### config.mk
export PLATFORM = sky130hd
export DESIGN_NAME = catmull_rom_slope_table
export DESIGN_NICKNAME = d
export VERILOG_FILES = /design/src/hw/rtl/crst_pkg.sv /design/src/hw/rtl/crst_front.sv /design/src/hw/rtl/crst_queue.sv /design/src/hw/rtl/crst_back.sv /design/src/hw/rtl/catmull_rom_slope_table.sv
export SDC_FILE = /design/constraint.sdc
export NUM_CORES = 1
export LEC_CHECK = 0
export ABC_AREA = 1
export BUFFER_PORTS_ARGS = -buffer_cell sky130_fd_sc_hd__buf_2
export CORE_MARGIN = 2
export CORE_UTILIZATION = 60
export CTS_CLUSTER_DIAMETER = 200
export DETAILED_ROUTE_END_ITERATION = 10
export PLACE_DENSITY_LB_ADDON = 0.1
export SKIP_CTS_REPAIR_TIMING = 1
export SLEW_MARGIN = 20
export SYNTH_ARGS = -nofsm -noshare
export SYNTH_HDL_FRONTEND = slang
export SYNTH_HIERARCHICAL = 1
export SYNTH_SLANG_ARGS = --single-unit
### constraint.sdc
create_clock -name clk -period 12 [get_ports clk]
set_input_delay 2.4 -clock clk [delete_from_list [all_inputs] [get_ports clk]]
set_output_delay 2.4 -clock clk [all_outputs]
set_load 0.03 [all_outputs]
### src/hw/rtl/crst_pkg.sv
`timescale 1ns / 1ps
// ----------------------------------------------------------------------------
// crst_pkg: shared types and helpers for the slope table builder
// Constants, the job record between front and back, and slope arithmetic.
// ----------------------------------------------------------------------------
package crst_pkg;

  // Table limits
  localparam int MIN_POINTS  = 4;
  localparam int MAX_POINTS  = 2048;
  localparam int MAX_FRAMES  = 256;
  localparam int QUEUE_DEPTH = 4;

  // Field widths
  localparam int SAMPLE_W = 24;
  localparam int FRAME_W  = 8;
  localparam int ENTRY_W  = 12;
  localparam int POS_W    = 11;
  localparam int CB_W     = 4;
  localparam int FC_W     = 9;

  // Register map and reset values
  localparam logic REG_CYCLE_BITS  = 1'b0;
  localparam logic REG_FRAME_COUNT = 1'b1;
  localparam logic [CB_W-1:0] CYCLE_BITS_RESET  = 4'd11;
  localparam logic [FC_W-1:0] FRAME_COUNT_RESET = 9'd1;

  // Output slot within one job
  typedef enum logic [1:0] {
    SLOT_BODY,
    SLOT_LAST,
    SLOT_ZERO,
    SLOT_WRAP
  } slot_t;

  // One job: a body entry, and for the end of a cycle also the closing entries
  typedef struct packed {
    logic [FRAME_W-1:0]  frame;
    logic [POS_W-1:0]    base;        // entry index of the body entry
    logic [SAMPLE_W-1:0] body_value;
    logic [SAMPLE_W-1:0] body_slope;
    logic [SAMPLE_W-1:0] last_value;  // entry n-1
    logic [SAMPLE_W-1:0] last_slope;
    logic [SAMPLE_W-1:0] zero_value;  // entry 0 and wrap entry
    logic [SAMPLE_W-1:0] zero_slope;
    logic                wrap;        // job closes a cycle
    logic                table_last;  // cycle is the last frame
  } job_t;

  // floor((next - prev) / 2), exact in 25 bits
  function automatic logic [SAMPLE_W-1:0] half_diff(input logic [SAMPLE_W-1:0] next,
                                                    input logic [SAMPLE_W-1:0] prev);
    logic [SAMPLE_W:0] d;
    d = {next[SAMPLE_W-1], next} - {prev[SAMPLE_W-1], prev};
    return d[SAMPLE_W:1];
  endfunction

  // Cycle length 2^cycle_bits, clamped to the supported range
  function automatic logic [ENTRY_W-1:0] cycle_len(input logic [CB_W-1:0] cb);
    logic [ENTRY_W-1:0] n;
    if (cb < CB_W'($clog2(MIN_POINTS))) begin
      n = ENTRY_W'(MIN_POINTS);
    end else if (cb > CB_W'($clog2(MAX_POINTS))) begin
      n = ENTRY_W'(MAX_POINTS);
    end else begin
      n = ENTRY_W'(1) << cb;
    end
    return n;
  endfunction

  // Frames in use: zero counts as one, clamp at the maximum
  function automatic logic [FC_W-1:0] frames_used(input logic [FC_W-1:0] fc);
    logic [FC_W-1:0] f;
    if (fc == '0) begin
      f = FC_W'(1);
    end else if (fc > FC_W'(MAX_FRAMES)) begin
      f = FC_W'(MAX_FRAMES);
    end else begin
      f = fc;
    end
    return f;
  endfunction

endpackage

### src/hw/rtl/crst_front.sv
`timescale 1ns / 1ps
// ----------------------------------------------------------------------------
// crst_front: sample intake and classification
// Tracks position in the cycle and the sample history, and turns each sample
// from the third of each cycle on into a job for the back end.
// ----------------------------------------------------------------------------
module crst_front (
  input  logic                          clk,
  input  logic                          rst,
  input  logic                          sample_valid,
  input  logic [crst_pkg::SAMPLE_W-1:0] sample,
  input  logic                          queue_ready,
  input  logic [crst_pkg::CB_W-1:0]     cycle_bits,
  input  logic [crst_pkg::FC_W-1:0]     frame_count,
  input  logic                          cfg_write,
  output logic                          push,
  output crst_pkg::job_t                job
);

  logic [crst_pkg::SAMPLE_W-1:0] first_value;
  logic [crst_pkg::SAMPLE_W-1:0] second_value;
  logic [crst_pkg::SAMPLE_W-1:0] older_value;
  logic [crst_pkg::SAMPLE_W-1:0] newer_value;
  logic [crst_pkg::POS_W-1:0]    position;
  logic [crst_pkg::FRAME_W-1:0]  current_frame;

  logic [crst_pkg::ENTRY_W-1:0]  n;
  logic [crst_pkg::POS_W-1:0]    p;
  logic                          take;
  logic                          at_end;
  logic                          last_frame;
  logic [crst_pkg::POS_W-1:0]    position_next;
  logic [crst_pkg::FRAME_W-1:0]  frame_next;

  // Classify the incoming sample
  always_comb begin
    n          = crst_pkg::cycle_len(cycle_bits);
    p          = ({1'b0, position} >= n) ? '0 : position;
    take       = sample_valid && queue_ready;
    at_end     = ({1'b0, p} == (n - crst_pkg::ENTRY_W'(1)));
    last_frame = ({1'b0, current_frame} + crst_pkg::FC_W'(1)) >=
                 crst_pkg::frames_used(frame_count);
    position_next = at_end ? '0 : (p + crst_pkg::POS_W'(1));
    if (!at_end) begin
      frame_next = current_frame;
    end else if (last_frame) begin
      frame_next = '0;
    end else begin
      frame_next = current_frame + crst_pkg::FRAME_W'(1);
    end
  end

  // Job record; entries 0 and 1 give no result
  always_comb begin
    push            = take && (p >= crst_pkg::POS_W'(2));
    job.frame       = current_frame;
    job.base        = p - crst_pkg::POS_W'(1);
    job.body_value  = newer_value;
    job.body_slope  = crst_pkg::half_diff(sample, older_value);
    job.last_value  = sample;
    job.last_slope  = crst_pkg::half_diff(first_value, newer_value);
    job.zero_value  = first_value;
    job.zero_slope  = crst_pkg::half_diff(second_value, sample);
    job.wrap        = at_end;
    job.table_last  = last_frame;
  end

  // Sample history and position
  always_ff @(posedge clk) begin
    if (rst) begin
      first_value   <= '0;
      second_value  <= '0;
      older_value   <= '0;
      newer_value   <= '0;
      position      <= '0;
      current_frame <= '0;
    end else if (cfg_write) begin
      position      <= '0;
      current_frame <= '0;
    end else if (take) begin
      if (p == '0) begin
        first_value <= sample;
      end else begin
        older_value <= newer_value;
      end
      if (p == crst_pkg::POS_W'(1)) begin
        second_value <= sample;
      end
      newer_value   <= sample;
      position      <= position_next;
      current_frame <= frame_next;
    end
  end

endmodule

### src/hw/rtl/crst_queue.sv
`timescale 1ns / 1ps
// ----------------------------------------------------------------------------
// crst_queue: short job queue between front and back
// Circular buffer with a fill count; push and pop may share a cycle.
// ----------------------------------------------------------------------------
module crst_queue #(
  parameter int DEPTH = crst_pkg::QUEUE_DEPTH
) (
  input  logic           clk,
  input  logic           rst,
  input  logic           push,
  input  crst_pkg::job_t push_job,
  input  logic           pop,
  output crst_pkg::job_t head_job,
  output logic           not_full,
  output logic           not_empty
);

  localparam int PTR_W = (DEPTH > 1) ? $clog2(DEPTH) : 1;
  localparam int CNT_W = $clog2(DEPTH + 1);

  crst_pkg::job_t   slots [DEPTH];
  logic [PTR_W-1:0] wr_ptr;
  logic [PTR_W-1:0] rd_ptr;
  logic [CNT_W-1:0] count;

  assign not_full  = (count != CNT_W'(DEPTH));
  assign not_empty = (count != '0);
  assign head_job  = slots[rd_ptr];

  // Storage
  always_ff @(posedge clk) begin
    if (push) begin
      slots[wr_ptr] <= push_job;
    end
  end

  // Pointers and fill count
  always_ff @(posedge clk) begin
    if (rst) begin
      wr_ptr <= '0;
      rd_ptr <= '0;
      count  <= '0;
    end else begin
      if (push) begin
        wr_ptr <= (wr_ptr == PTR_W'(DEPTH - 1)) ? '0 : wr_ptr + PTR_W'(1);
      end
      if (pop) begin
        rd_ptr <= (rd_ptr == PTR_W'(DEPTH - 1)) ? '0 : rd_ptr + PTR_W'(1);
      end
      if (push && !pop) begin
        count <= count + CNT_W'(1);
      end else if (pop && !push) begin
        count <= count - CNT_W'(1);
      end
    end
  end

endmodule

### src/hw/rtl/crst_back.sv
`timescale 1ns / 1ps
// ----------------------------------------------------------------------------
// crst_back: result sequencer
// Expands each job into one result, or four at the end of a cycle, and holds
// each result in an output register until it is taken.
// ----------------------------------------------------------------------------
module crst_back (
  input  logic                          clk,
  input  logic                          rst,
  input  crst_pkg::job_t                head_job,
  input  logic                          job_valid,
  output logic                          pop,
  input  logic                          out_ready,
  output logic                          out_valid,
  output logic [crst_pkg::FRAME_W-1:0]  frame_index,
  output logic [crst_pkg::ENTRY_W-1:0]  entry_index,
  output logic [crst_pkg::SAMPLE_W-1:0] value,
  output logic [crst_pkg::SAMPLE_W-1:0] slope,
  output logic                          frame_done,
  output logic                          table_done
);

  crst_pkg::slot_t slot;
  crst_pkg::slot_t slot_next;

  logic                          load;
  logic                          advance;
  logic                          job_end;
  logic [crst_pkg::ENTRY_W-1:0]  res_entry;
  logic [crst_pkg::SAMPLE_W-1:0] res_value;
  logic [crst_pkg::SAMPLE_W-1:0] res_slope;
  logic                          res_fdone;
  logic                          res_tdone;

  assign load    = !out_valid || out_ready;
  assign advance = load && job_valid;
  assign job_end = !head_job.wrap || (slot == crst_pkg::SLOT_WRAP);
  assign pop     = advance && job_end;

  // Next slot
  always_comb begin
    slot_next = slot;
    if (advance) begin
      unique case (slot)
        crst_pkg::SLOT_BODY: slot_next = head_job.wrap ? crst_pkg::SLOT_LAST
                                                       : crst_pkg::SLOT_BODY;
        crst_pkg::SLOT_LAST: slot_next = crst_pkg::SLOT_ZERO;
        crst_pkg::SLOT_ZERO: slot_next = crst_pkg::SLOT_WRAP;
        crst_pkg::SLOT_WRAP: slot_next = crst_pkg::SLOT_BODY;
        default:             slot_next = crst_pkg::SLOT_BODY;
      endcase
    end
  end

  // Result fields for the current slot
  always_comb begin
    res_fdone = 1'b0;
    res_tdone = 1'b0;
    unique case (slot)
      crst_pkg::SLOT_BODY: begin
        res_entry = {1'b0, head_job.base};
        res_value = head_job.body_value;
        res_slope = head_job.body_slope;
      end
      crst_pkg::SLOT_LAST: begin
        res_entry = {1'b0, head_job.base} + crst_pkg::ENTRY_W'(1);
        res_value = head_job.last_value;
        res_slope = head_job.last_slope;
      end
      crst_pkg::SLOT_ZERO: begin
        res_entry = '0;
        res_value = head_job.zero_value;
        res_slope = head_job.zero_slope;
      end
      crst_pkg::SLOT_WRAP: begin
        res_entry = {1'b0, head_job.base} + crst_pkg::ENTRY_W'(2);
        res_value = head_job.zero_value;
        res_slope = head_job.zero_slope;
        res_fdone = 1'b1;
        res_tdone = head_job.table_last;
      end
      default: begin
        res_entry = '0;
        res_value = '0;
        res_slope = '0;
      end
    endcase
  end

  // Slot register
  always_ff @(posedge clk) begin
    if (rst) begin
      slot <= crst_pkg::SLOT_BODY;
    end else begin
      slot <= slot_next;
    end
  end

  // Output register
  always_ff @(posedge clk) begin
    if (rst) begin
      out_valid <= 1'b0;
    end else if (load) begin
      out_valid <= job_valid;
    end
  end

  always_ff @(posedge clk) begin
    if (advance) begin
      frame_index <= head_job.frame;
      entry_index <= res_entry;
      value       <= res_value;
      slope       <= res_slope;
      frame_done  <= res_fdone;
      table_done  <= res_tdone;
    end
  end

endmodule

### src/hw/rtl/catmull_rom_slope_table.sv
`timescale 1ns / 1ps
// ----------------------------------------------------------------------------
// catmull_rom_slope_table: Catmull-Rom slope table builder
// Turns wavetable samples into table entries carrying value and slope, with
// a wrap entry closing each frame. Holds the configuration registers.
// ----------------------------------------------------------------------------
//
//  channel  direction  payload
//  -------  ---------  --------------------------------------------------
//  s_*      in         sample
//  m_*      out        frame_index, entry_index, value, slope; tlast, tuser
//  apb      in/out     cycle_bits at 0x0, frame_count at 0x4
//
// Samples are taken one per cycle while the job queue has room. A sample
// yields no entry (first two of a cycle), one entry, or four entries (last of
// a cycle); the result sequencer sends one entry per cycle while the entry
// stream is ready, so a cycle of n samples yields n+1 entries and a long run
// at full rate makes the intake wait on the output.
// A job is queued at the edge that accepts its sample; its result is loaded
// into the output register once that job heads the queue and output has room.
// The four-deep job queue lets intake and output stall independently.
// Reset is synchronous; a register write restarts the table at frame 0.
// ----------------------------------------------------------------------------
module catmull_rom_slope_table #(
  parameter int QUEUE_DEPTH = crst_pkg::QUEUE_DEPTH
) (
  input  logic        clk,
  input  logic        rst,
  // sample stream
  input  logic        s_tvalid,
  output logic        s_tready,
  input  logic [23:0] s_tdata,   // [23:0] sample
  // table entry stream
  output logic        m_tvalid,
  input  logic        m_tready,
  output logic [71:0] m_tdata,   // [7:0] frame_index, [19:8] entry_index,
                                 // [43:20] value, [67:44] slope, rest zero
  output logic        m_tlast,   // frame_done
  output logic        m_tuser,   // table_done
  // configuration
  input  logic        psel,
  input  logic        penable,
  input  logic        pwrite,
  input  logic [2:0]  paddr,
  input  logic [31:0] pwdata,
  output logic [31:0] prdata,
  output logic        pready
);

  logic [crst_pkg::CB_W-1:0] cycle_bits;
  logic [crst_pkg::FC_W-1:0] frame_count;
  logic                      cfg_write;

  logic                          push;
  logic                          pop;
  crst_pkg::job_t                push_job;
  crst_pkg::job_t                head_job;
  logic                          job_valid;
  logic [crst_pkg::FRAME_W-1:0]  frame_index;
  logic [crst_pkg::ENTRY_W-1:0]  entry_index;
  logic [crst_pkg::SAMPLE_W-1:0] value;
  logic [crst_pkg::SAMPLE_W-1:0] slope;

  // Configuration registers
  assign pready    = 1'b1;
  assign cfg_write = psel && penable && pwrite;

  always_ff @(posedge clk) begin
    if (rst) begin
      cycle_bits  <= crst_pkg::CYCLE_BITS_RESET;
      frame_count <= crst_pkg::FRAME_COUNT_RESET;
    end else if (cfg_write) begin
      unique case (paddr[2])
        crst_pkg::REG_CYCLE_BITS:  cycle_bits  <= pwdata[crst_pkg::CB_W-1:0];
        crst_pkg::REG_FRAME_COUNT: frame_count <= pwdata[crst_pkg::FC_W-1:0];
        default:                   cycle_bits  <= cycle_bits;
      endcase
    end
  end

  // Register readback
  always_comb begin
    unique case (paddr[2])
      crst_pkg::REG_CYCLE_BITS:  prdata = {{(32 - crst_pkg::CB_W){1'b0}}, cycle_bits};
      crst_pkg::REG_FRAME_COUNT: prdata = {{(32 - crst_pkg::FC_W){1'b0}}, frame_count};
      default:                   prdata = '0;
    endcase
  end

  crst_front u_front (
    .clk          (clk),
    .rst          (rst),
    .sample_valid (s_tvalid),
    .sample       (s_tdata),
    .queue_ready  (s_tready),
    .cycle_bits   (cycle_bits),
    .frame_count  (frame_count),
    .cfg_write    (cfg_write),
    .push         (push),
    .job          (push_job)
  );

  crst_queue #(
    .DEPTH (QUEUE_DEPTH)
  ) u_queue (
    .clk       (clk),
    .rst       (rst),
    .push      (push),
    .push_job  (push_job),
    .pop       (pop),
    .head_job  (head_job),
    .not_full  (s_tready),
    .not_empty (job_valid)
  );

  crst_back u_back (
    .clk         (clk),
    .rst         (rst),
    .head_job    (head_job),
    .job_valid   (job_valid),
    .pop         (pop),
    .out_ready   (m_tready),
    .out_valid   (m_tvalid),
    .frame_index (frame_index),
    .entry_index (entry_index),
    .value       (value),
    .slope       (slope),
    .frame_done  (m_tlast),
    .table_done  (m_tuser)
  );

  assign m_tdata = {4'b0, slope, value, entry_index, frame_index};

endmodule

Word-level counts from Yosys, hierarchy flattened

Memories as Yosys holds them, arrays and structs flattened. A register that Yosys moved wholly into a read port is not among the register bits.
Cells that the tools add are included.

Add/sub/neg operators: 14
Magnitude comparators: 6
Equal/unequal tests: 8
Shift operators: 1
Multiplexer cells: 22
Bitwise logic cells: 3
Reduce and logical (&&, ||, !) cells: 28

Operator list:

| operator                                                                              | number |
|---|---|
| 24-bit case mux with 3 select lines                                                   | 2 |
| 24-bit by 24-bit subtractor with 25-bit output                                        | 3 |
| 32-bit case mux with 2 select lines                                                   | 1 |
| 12-bit case mux with 4 select lines                                                   | 1 |
| 12-bit two-way mux                                                                    | 2 |
| 11-bit two-way mux                                                                    | 2 |
| 9-bit two-way mux                                                                     | 2 |
| 11-bit by 1-bit adder with 12-bit output (second input constant)                      | 1 |
| 11-bit by 2-bit adder with 12-bit output (second input constant)                      | 1 |
| 11-bit by 12-bit == test with 1-bit output                                            | 1 |
| 11-bit by 12-bit greater-or-equal comparator with 1-bit output                        | 1 |
| 1-bit by 4-bit left shift with 12-bit output (first input constant)                   | 1 |
| 12-bit by 1-bit subtractor with 12-bit output (second input constant)                 | 1 |
| 11-bit by 1-bit adder with 11-bit output (second input constant)                      | 1 |
| 11-bit by 1-bit == test with 1-bit output (second input constant)                     | 1 |
| 11-bit by 2-bit greater-or-equal comparator with 1-bit output (second input constant) | 1 |
| 11-bit zero test                                                                      | 1 |
| 11-bit by 1-bit subtractor with 11-bit output (second input constant)                 | 1 |
| 8-bit by 1-bit adder with 9-bit output (second input constant)                        | 1 |
| 9-bit greater-or-equal comparator                                                     | 1 |
| 9-bit > comparator (second input constant)                                            | 1 |
| 9-bit zero test                                                                       | 1 |
| 3-bit AND reduction                                                                   | 3 |
| 8-bit by 1-bit adder with 8-bit output (second input constant)                        | 1 |
| other kinds (22)                                                                      | 50 |

Bits in registers: 208
RAM bits: 660
Bits of input ports: 66
Output and inout port bits: 109
Logic and storage cells: 102
Memories kept: 1

Memory list:

| name          | depth | width | rd ports | clocked after Yosys merged registers in | write ports | line             | RTL |
|---|---|---|---|---|---|---|---|
| u_queue.slots | 4     | 165   | 1        | 1                                       | 1           | crst_queue.sv:22 | `crst_pkg::job_t slots [DEPTH];` |

Logic depth before layout (Yosys ltp)

Gate-level depths: netlist (run 1).

Depth after elaboration: 11
Depth in mapped cells: 27
Depth with buffers taken out: 25

Hierarchy

The synthesis (run 1) kept the hierarchy.

By module, submodules not included:

| module                  | instances | cells an instance | area an instance (um^2) | seq. area each (um^2) |
|---|---|---|---|---|
| crst_queue              | 1         | 1656              | 24930.2                 | 19999.2 |
| crst_front              | 1         | 1405              | 9494.1                  | 2302.2 |
| crst_back               | 1         | 391               | 3693.5                  | 2162.1 |
| catmull_rom_slope_table | 1         | 134               | 904.6                   | 260.2 |

Worst setup path after synthesis (run 1)

OpenSTA, ideal clock, no wires.

Path type: input -> register
Start: input s_tvalid
End: memory u_queue/slots[0][0] in the netlist's numbering (enable)
Setup time: 0.517 ns
Data arrival time: 6.362 ns
Data required time: 11.483 ns
Slack: 5.121 ns
Stages on the path: 5
Buffers on the path: 1
Path through: nand2_1 clkbuf_1 a41oi_1 nand2_1 inv_1

Cells in the longest elaborated chain, start to end: 4

RTL lines:

| item                                    | line                          | RTL |
|---|---|---|
| start, declared                         | catmull_rom_slope_table.sv:30 | `input logic s_tvalid,` |
| 1-bit logical AND                       | crst_front.sv:39              | `take = sample_valid && queue_ready;` |
| 1-bit logical AND                       | crst_front.sv:55              | `push = take && (p >= crst_pkg::POS_W'(2));` |
| named net push                          | catmull_rom_slope_table.sv:54 | `logic push;` |
| 1-bit two-way mux                       | crst_queue.sv:33              | `if (push) begin` |
| 1-bit two-way mux (not written as such) | crst_queue.sv:34              | `slots[wr_ptr] <= push_job;` |
| end, declared                           | crst_queue.sv:22              |  |

The timed path passes the listed nets, and every way through them passes these cells.

Worst setup path in the final report (run 1)

Start: register cycle_bits[3] in the netlist's numbering
End: memory u_queue/slots[1][49] in the netlist's numbering (enable)

Cells in the longest elaborated chain, start to end: 9
Elaborated cells between the ends (all ways): 11
Classes of those cells: order compare (4); shift (1); mux (5); reduce/logical (1)

RTL lines:

| item                                                                                      | line                           | RTL |
|---|---|---|
| start, declared                                                                           | catmull_rom_slope_table.sv:50  | `logic [crst_pkg::CB_W-1:0] cycle_bits;` |
| start signal, assigned                                                                    | catmull_rom_slope_table.sv:70  | `cycle_bits <= crst_pkg::CYCLE_BITS_RESET;` |
| start signal, assigned                                                                    | catmull_rom_slope_table.sv:74  | `crst_pkg::REG_CYCLE_BITS: cycle_bits <= pwdata[crst_pkg::CB_W-1:0];` |
| start signal, assigned                                                                    | catmull_rom_slope_table.sv:76  | `default: cycle_bits <= cycle_bits;` |
| 4-bit > comparator / 1-bit by 4-bit left shift with 12-bit output (equally long branches) | crst_pkg.sv:63, crst_pkg.sv:66 |  |
| 12-bit two-way mux                                                                        | crst_pkg.sv:63                 | `end else if (cb > CB_W'($clog2(MAX_POINTS))) begin` |
| 12-bit two-way mux *                                                                      | crst_pkg.sv:61                 | `if (cb < CB_W'($clog2(MIN_POINTS))) begin` |
| 11-bit by 12-bit greater-or-equal comparator with 1-bit output *                          | crst_front.sv:38               | `p = ({1'b0, position} >= n) ? '0 : position;` |
| 11-bit two-way mux *                                                                      | crst_front.sv:38               |  |
| 11-bit by 2-bit greater-or-equal comparator with 1-bit output *                           | crst_front.sv:55               |  |
| 1-bit logical AND *                                                                       | crst_front.sv:55               |  |
| named net push                                                                            | catmull_rom_slope_table.sv:54  |  |
| 1-bit two-way mux *                                                                       | crst_queue.sv:33               |  |
| 1-bit two-way mux (not written as such) *                                                 | crst_queue.sv:34               |  |

Mark *: on every way through the listed nets, which the timed path passes. The rest lies on a longest branch.

==> metrics.yaml, run 1 <==
status: "finished clean"
grt_pass1_wl_um: 155000
total_leakage_power_uw: 0.0157
grt-ovfl-total: 0
crit_family: "simple AND/OR/NAND/NOR gates"
max_cap_violations: 0
stdcell_area_mm2: 0.0424
fin_tns_setup_ns: 0
combPwrFrac_pct: 32.4
finalHoldViolations: 0
die_w_um: 259
rsz0062_at_grt: "false"
p_total_uw: 9850
setup.worst_path.class: "reg2reg"
area_growth_pct: 8.62
synthArstFlopShare_pct: 0
synthMuxAreaShare_pct: 0
clk_pin_slew_ns: 0.06
avgRoutedWirePerCell_um: 22.6
instances_no_fill: 4554
register_area_mm2: 0.0247
power_frac_clock_pct: 27.0
cp_num_buf_inv: 3
crit_slowest_cell: "buf_4"
initial_core_util_pct: 60.6
cpPeakStageDelay_ns: 0.88
crit_required_ns: 12.25
cellInternalPower_uw: 6140
drtIter0Drc: 3077
clock_latency_ns: 0.65
setup_viol: 0
synth_edf_count: 730
dp_hpwl_um: 63700
max_slew.worst_pin.slew_ns: 1.12
cts_tree: "built"
startpoint_type: "register"
drive_gt1_share_pct: 8.89
final_nets: 3804
timing.final.crit_period_ns: 5.82
power.share.switching_pct: 37.6
p_sw_uw: 3710
coreArea_mm2: 0.0643
ir_drop_mv: 0.297
hp-class: "reg2reg"
power-per-cell-area_mw_per_mm2: 232
antenna_found_initial: 6
die_area_mm2: 0.0671
synthDistinctLibCells: 58
htreeDepth: 3
hold_path.startpoint: "u_front/second_value[20]"
numPortBuffers: 121
cp-end-kind: "register"
yosysSeqAreaShare_pct: 63.4
grt_max_degree: 197
final_cell_mix: "730 x edfxtp_1, 512 x nor2_1, 426 x nand2_1"
crit_start: "cycle_bits[3]"
skew_ns: 0.0252
dr.pass1.iters: 7
synthXorXnorAreaFrac_pct: 2.00
cts_buffers: 85
r2r_start: "cycle_bits[3]"
path_cells: "inv_2 -> nor2_1 -> nand2_1 -> ha_1 -> nand2_1 -> nor2_1 -> nand2_2 -> nor2_2 -> nand2_4 -> nand3_1 -> nand4_2 -> nor2_4 -> nand2_1 -> a41oi_1 -> nand2_1 -> inv_6 -> buf_4"
synthFlopType: "edfxtp_1"
multi_input_area_mm2: 0.0121
synth-compound-area-share_pct: 12.1
die_h_um: 259
clockRootBuffer: "clkbuf_16"
num_vias: 27600
fillers: 4921
synth_cells: 3586
drtAntennaViolNets: 0
synthAdderAreaFrac_pct: 3.67
gp_congestion: 0.931
timing.final.crit_share_pct: 48.5
cpMostUsedCell: "nand2_1"
drv_slew: 0
yosys.area_share.simple_pct: 12.8
avgViaCountPerCell: 6.06
diodes: 0
drc: 0
synth_top_family_by_area: "simple AND/OR/NAND/NOR gates"
dp_cells: 4394
num_io_pins: 175
synth_area_per_cell_um2: 10.9
pwr-share-seq_pct: 40.6
path_max_fanout: 67
crit_arrival_ns: 6.06
wl_um: 103000
grt_pass1_vias: 26700
grtUsageTotal_pct: 30.4
ys_warn_count: 6
max_freq_mhz: 172
final_common_cell: "edfxtp_1"
dpl_cell_area_mm2: 0.0396
netlist_area_mm2: 0.0390
synth-seq-cells: 870
rows: 93
cts_buffer_depth: 3
cts.sinks: 870
relSlewSlack_pct: 25.0
state kept, by name, indices dropped and copies added, names as in the netlist, 2 cells and up, named ones only:
signal,count
u_front/first_value,24
u_front/current_frame,8
u_front/older_value,24
u_back/value,24
u_queue/count,3
u_queue/rd_ptr,2
u_back/entry_index,12
u_front/newer_value,24
u_front/position,11
u_back/slot,2
u_back/slope,24
u_queue/slots,660
frame_count,9
u_back/frame_index,8
cycle_bits,4
u_queue/wr_ptr,2
u_front/second_value,24
synthesized netlist by cell type, drive strengths merged (2+ instances only):
cell,instances,area share [%]
edfxtp,730,56
nor2,524,5.3
o21ai,468,6.0
nand2,435,4.3
inv,231,2.2
a21oi,186,2.4
o22ai,165,2.6
nand3,156,2.2
buf,145,3.0
dfxtp,140,7.2
ha,108,3.5
clkbuf,79,0.79
xor2,55,1.2
nand4,45,0.74
xnor2,34,0.76
nor3,11,0.17
a22oi,9,0.17
o21bai,9,0.17
a21boi,7,0.13
nor4,6,0.096
a211oi,5,0.096
a21o,4,0.077
conb,4,0.038
fa,4,0.21
o211ai,4,0.077
o21a,4,0.077
a31oi,3,0.048
o2111ai,3,0.067
or2,3,0.048
a221oi,2,0.045
power by group through the flow:
stage	Clock [uW]	Combinational, uW	Sequential [uW]
floorplan	0	1990	4230
global placement	0	3050	4040
detailed placement	0	3140	4050
CTS	2680	3170	3990
global route	2810	3460	4020
finish	2660	3200	3990
per-layer routing:
layer | track usage [%] | up-vias | routed length, um
li1 | - | 12700 | -
met1 | 40.9 | 13500 | 41500
met2 | 49.4 | 1190 | 49100
met3 | 4.72 | 200 | 8230
met4 | 13.0 | 8 | 4150
met5 | 0 | - | 48
path summary, 6_finish.rpt:
check                                   to  cells after the start  slack [ns]
setup / recovery      u_queue/slots[1][49]                     17        6.18
setup reg to reg      u_queue/slots[1][49]                     17        6.18
hold / removal    u_front/second_value[20]                      2        0.47
hold reg to reg   u_front/second_value[20]                      2        0.47
worst register-to-register path: cells and delay by family, from the launching register on:
family	cells	cell delay [ns]
simple gates	12	2.10
buf+inv	3	1.74
compound gates	1	0.67
flops	1	0.56
fa+ha+maj	1	0.32
stage by stage:
step / worst slack, ns / util (%) / hold WS (ns)
CTS: 6.19 / 65.9 / 0.473
detailed placement: 6.09 / 61.5 / 0.460
global placement: 6.12 / 61.5 / 0.454
global route: 5.81 / 65.9 / 0.490
finish: 6.18 / 65.9 / 0.473
floorplan: 5.12 / - / 0.445
layout make-up:
class | instances | share of cell area [%]
sequential | 870 | 58.4
multi-input combinational | 2288 | 28.5
clock buffer | 124 | 5.70
tap | 855 | 2.52
inverter | 232 | 2.13
timing repair buffer | 149 | 1.95
clock inverter | 36 | 0.877
kinds of logic after synthesis:
kind of cell             count (synthesis)
AO/OA/AOI/OAI                          873
XOR/XNOR                                89
adder cells (fa/ha/maj)                112
flip-flops                             870
buffers and inverters                  456
other                                    4
AND/OR/NAND/NOR                       1182
(Power assumes the default switching activity.)
==> inputs of run 2 (changes only) <==
- clock period: 12 -> 5.4 ns (I/O delays scaled with it)
==> run 2 against run 1 <==
Effect of this change: first-iteration DRC count is 0.52% higher; sequential power is 120% higher; final area increased by 0.87%; die area unchanged; register-to-register slack got worse by 5.5 ns; flip-flop and latch count unchanged; clock skew is 0.0047 ns higher; maximum frequency up 25%; core utilization up 0.57 points; combinational power grew 120%; largest power group unchanged.
==> metrics.yaml, run 2 (same netlist as run 1, synthesis figures left out) <==
clockRootBuffer: "clkbuf_16"
avgRoutedWirePerCell_um: 22.3
relSlewSlack_pct: 18.6
fin_tns_setup_ns: 0
fillers: 4848
regMostFlops: "u_queue/slots"
antenna_found_initial: 3
grt_pass1_wl_um: 154000
initial_core_util_pct: 60.6
drive_gt1_share_pct: 9.58
numPortBuffers: 121
final_common_cell: "edfxtp_1"
cellInternalPower_uw: 13800
crit_slowest_cell: "clkinvlp_4"
coreArea_mm2: 0.0643
clk_pin_slew_ns: 0.06
rows: 93
cpPeakStageDelay_ns: 0.51
total_leakage_power_uw: 0.0158
die_w_um: 259
clock_latency_ns: 0.65
finalHoldViolations: 0
grt-ovfl-total: 0
power.share.switching_pct: 37.3
max_freq_mhz: 214
cts_buffer_depth: 3
area_growth_pct: 9.56
max_cap_violations: 0
hp-class: "reg2reg"
path_cells: "inv_1 -> nor2_1 -> nand2_1 -> ha_1 -> nand2_1 -> nor2_1 -> nand2_2 -> nor2_2 -> nand2_4 -> nand3_1 -> inv_1 -> nor2_1 -> nand2_2 -> nor2_4 -> nand2_1 -> a41oi_2 -> nand2_1 -> clkinvlp_4 -> buf_4"
pwr-share-seq_pct: 40.2
setup_viol: 0
timing.final.crit_period_ns: 4.67
avgViaCountPerCell: 6.05
combPwrFrac_pct: 32.4
setup.worst_path.class: "reg2reg"
crit_required_ns: 5.70
die_area_mm2: 0.0671
rsz0062_at_grt: "false"
grt_max_degree: 211
power_frac_clock_pct: 27.4
grtUsageTotal_pct: 30.1
drtIter0Drc: 3093
dr.pass1.iters: 6
timing.final.crit_share_pct: 86.5
final_util_pct: 66.4
cts_tree: "built"
die_h_um: 259
drc: 0
status: "finished clean"
final_nets: 3821
htreeDepth: 3
p_total_uw: 22000
skew_ns: 0.0298
max_slew.worst_pin.slew_ns: 1.22
cp-end-kind: "register"
largest_reg_flops: 660
num_vias: 27600
num_io_pins: 175
crit_arrival_ns: 4.97
cts_buffers: 87
drtAntennaViolNets: 0
ir_drop_mv: 0.890
power-per-cell-area_mw_per_mm2: 516
rrSetupSlack_ns: 0.73
cpMostUsedCell: "nand2_1"
p_sw_uw: 8230
cts.sinks: 870
final_cell_mix: "730 x edfxtp_1, 511 x nor2_1, 425 x nand2_1"
dp_hpwl_um: 64900
drv_slew: 0
diodes: 0
grt_pass1_vias: 26500
wl_um: 102000
startpoint_type: "register"
gp_congestion: 0.927
path_max_fanout: 25
run 2: cell count changes in the layout (fill, tap and decap cells not counted), moves of 2 or more:
cell / previous run / this run
buf_12: 1 / 12
clkinvlp_4: 1 / 9
clkbuf_1: 27 / 22
buf_4: 27 / 31
clkbuf_8: 10 / 6
clkinv_2: 10 / 14
inv_6: 6 / 2
bufinv_16: 5 / 8
clkbuf_16: 87 / 89
clkinv_1: 13 / 15
run 2: area by class of cell:
cell class | instances | area, um2 | share of cell area, %
flip-flops and latches | 870 | 24700 | 57.9
multi-input cells | 2288 | 12100 | 28.3
clock buffers | 117 | 2390 | 5.60
repair buffers | 164 | 1080 | 2.52
well taps | 855 | 1070 | 2.50
inverters | 232 | 900 | 2.10
clock inverters | 47 | 494 | 1.16
run 2: worst paths after layout:
kind                                          startpoint                        to  cells after the start
worst min-delay path            u_front/second_value[19]  u_front/second_value[19]                      2
worst min register to register  u_front/second_value[19]  u_front/second_value[19]                      2
worst max-delay path                       cycle_bits[1]       u_queue/slots[0][2]                     19
worst max register to register             cycle_bits[1]       u_queue/slots[0][2]                     19
run 2: stage by stage:
step | instances | worst slack (ns) | hold slack (ns) | area, um2
floorplan | 3614 | 0.0166 | 0.445 | 39200
global placement | 4409 | 0.727 | 0.454 | 39900
detailed placement | 4409 | 0.701 | 0.462 | 39900
CTS | 4573 | 0.704 | 0.473 | 42700
global route | 4573 | 0.286 | 0.496 | 42800
finish | 4573 | 0.730 | 0.474 | 42800
run 2: metal layers:
metal  wire length [um]  track usage (%)  up-vias
met4               3110             11.1        2
li1                   -                -    12700
met5                 13                0        -
met3               7780             4.57      169
met1              42100             41.0    13500
met2              49100             49.5     1209
run 2: power by group through the flow:
stage          logic [uW]  registers (uW)  clock network [uW]
3_5_place_dp         7000            8990                   0
6_report             7130            8860                6050
5_1_grt              7700            8930                6360
3_3_place_gp         6830            8970                   0
2_1_floorplan        4420            9400                   0
4_1_cts              7060            8860                6130
run 2: worst max-delay path: cells and delay by family (launching register included):
family                   cells  cell delay (ns)
AND/OR/NAND/NOR             13             1.90
buffers and inverters        4             1.17
adder cells (fa/ha/maj)      1             0.31
flip-flops                   1             0.47
AO/OA/AOI/OAI                1             0.45
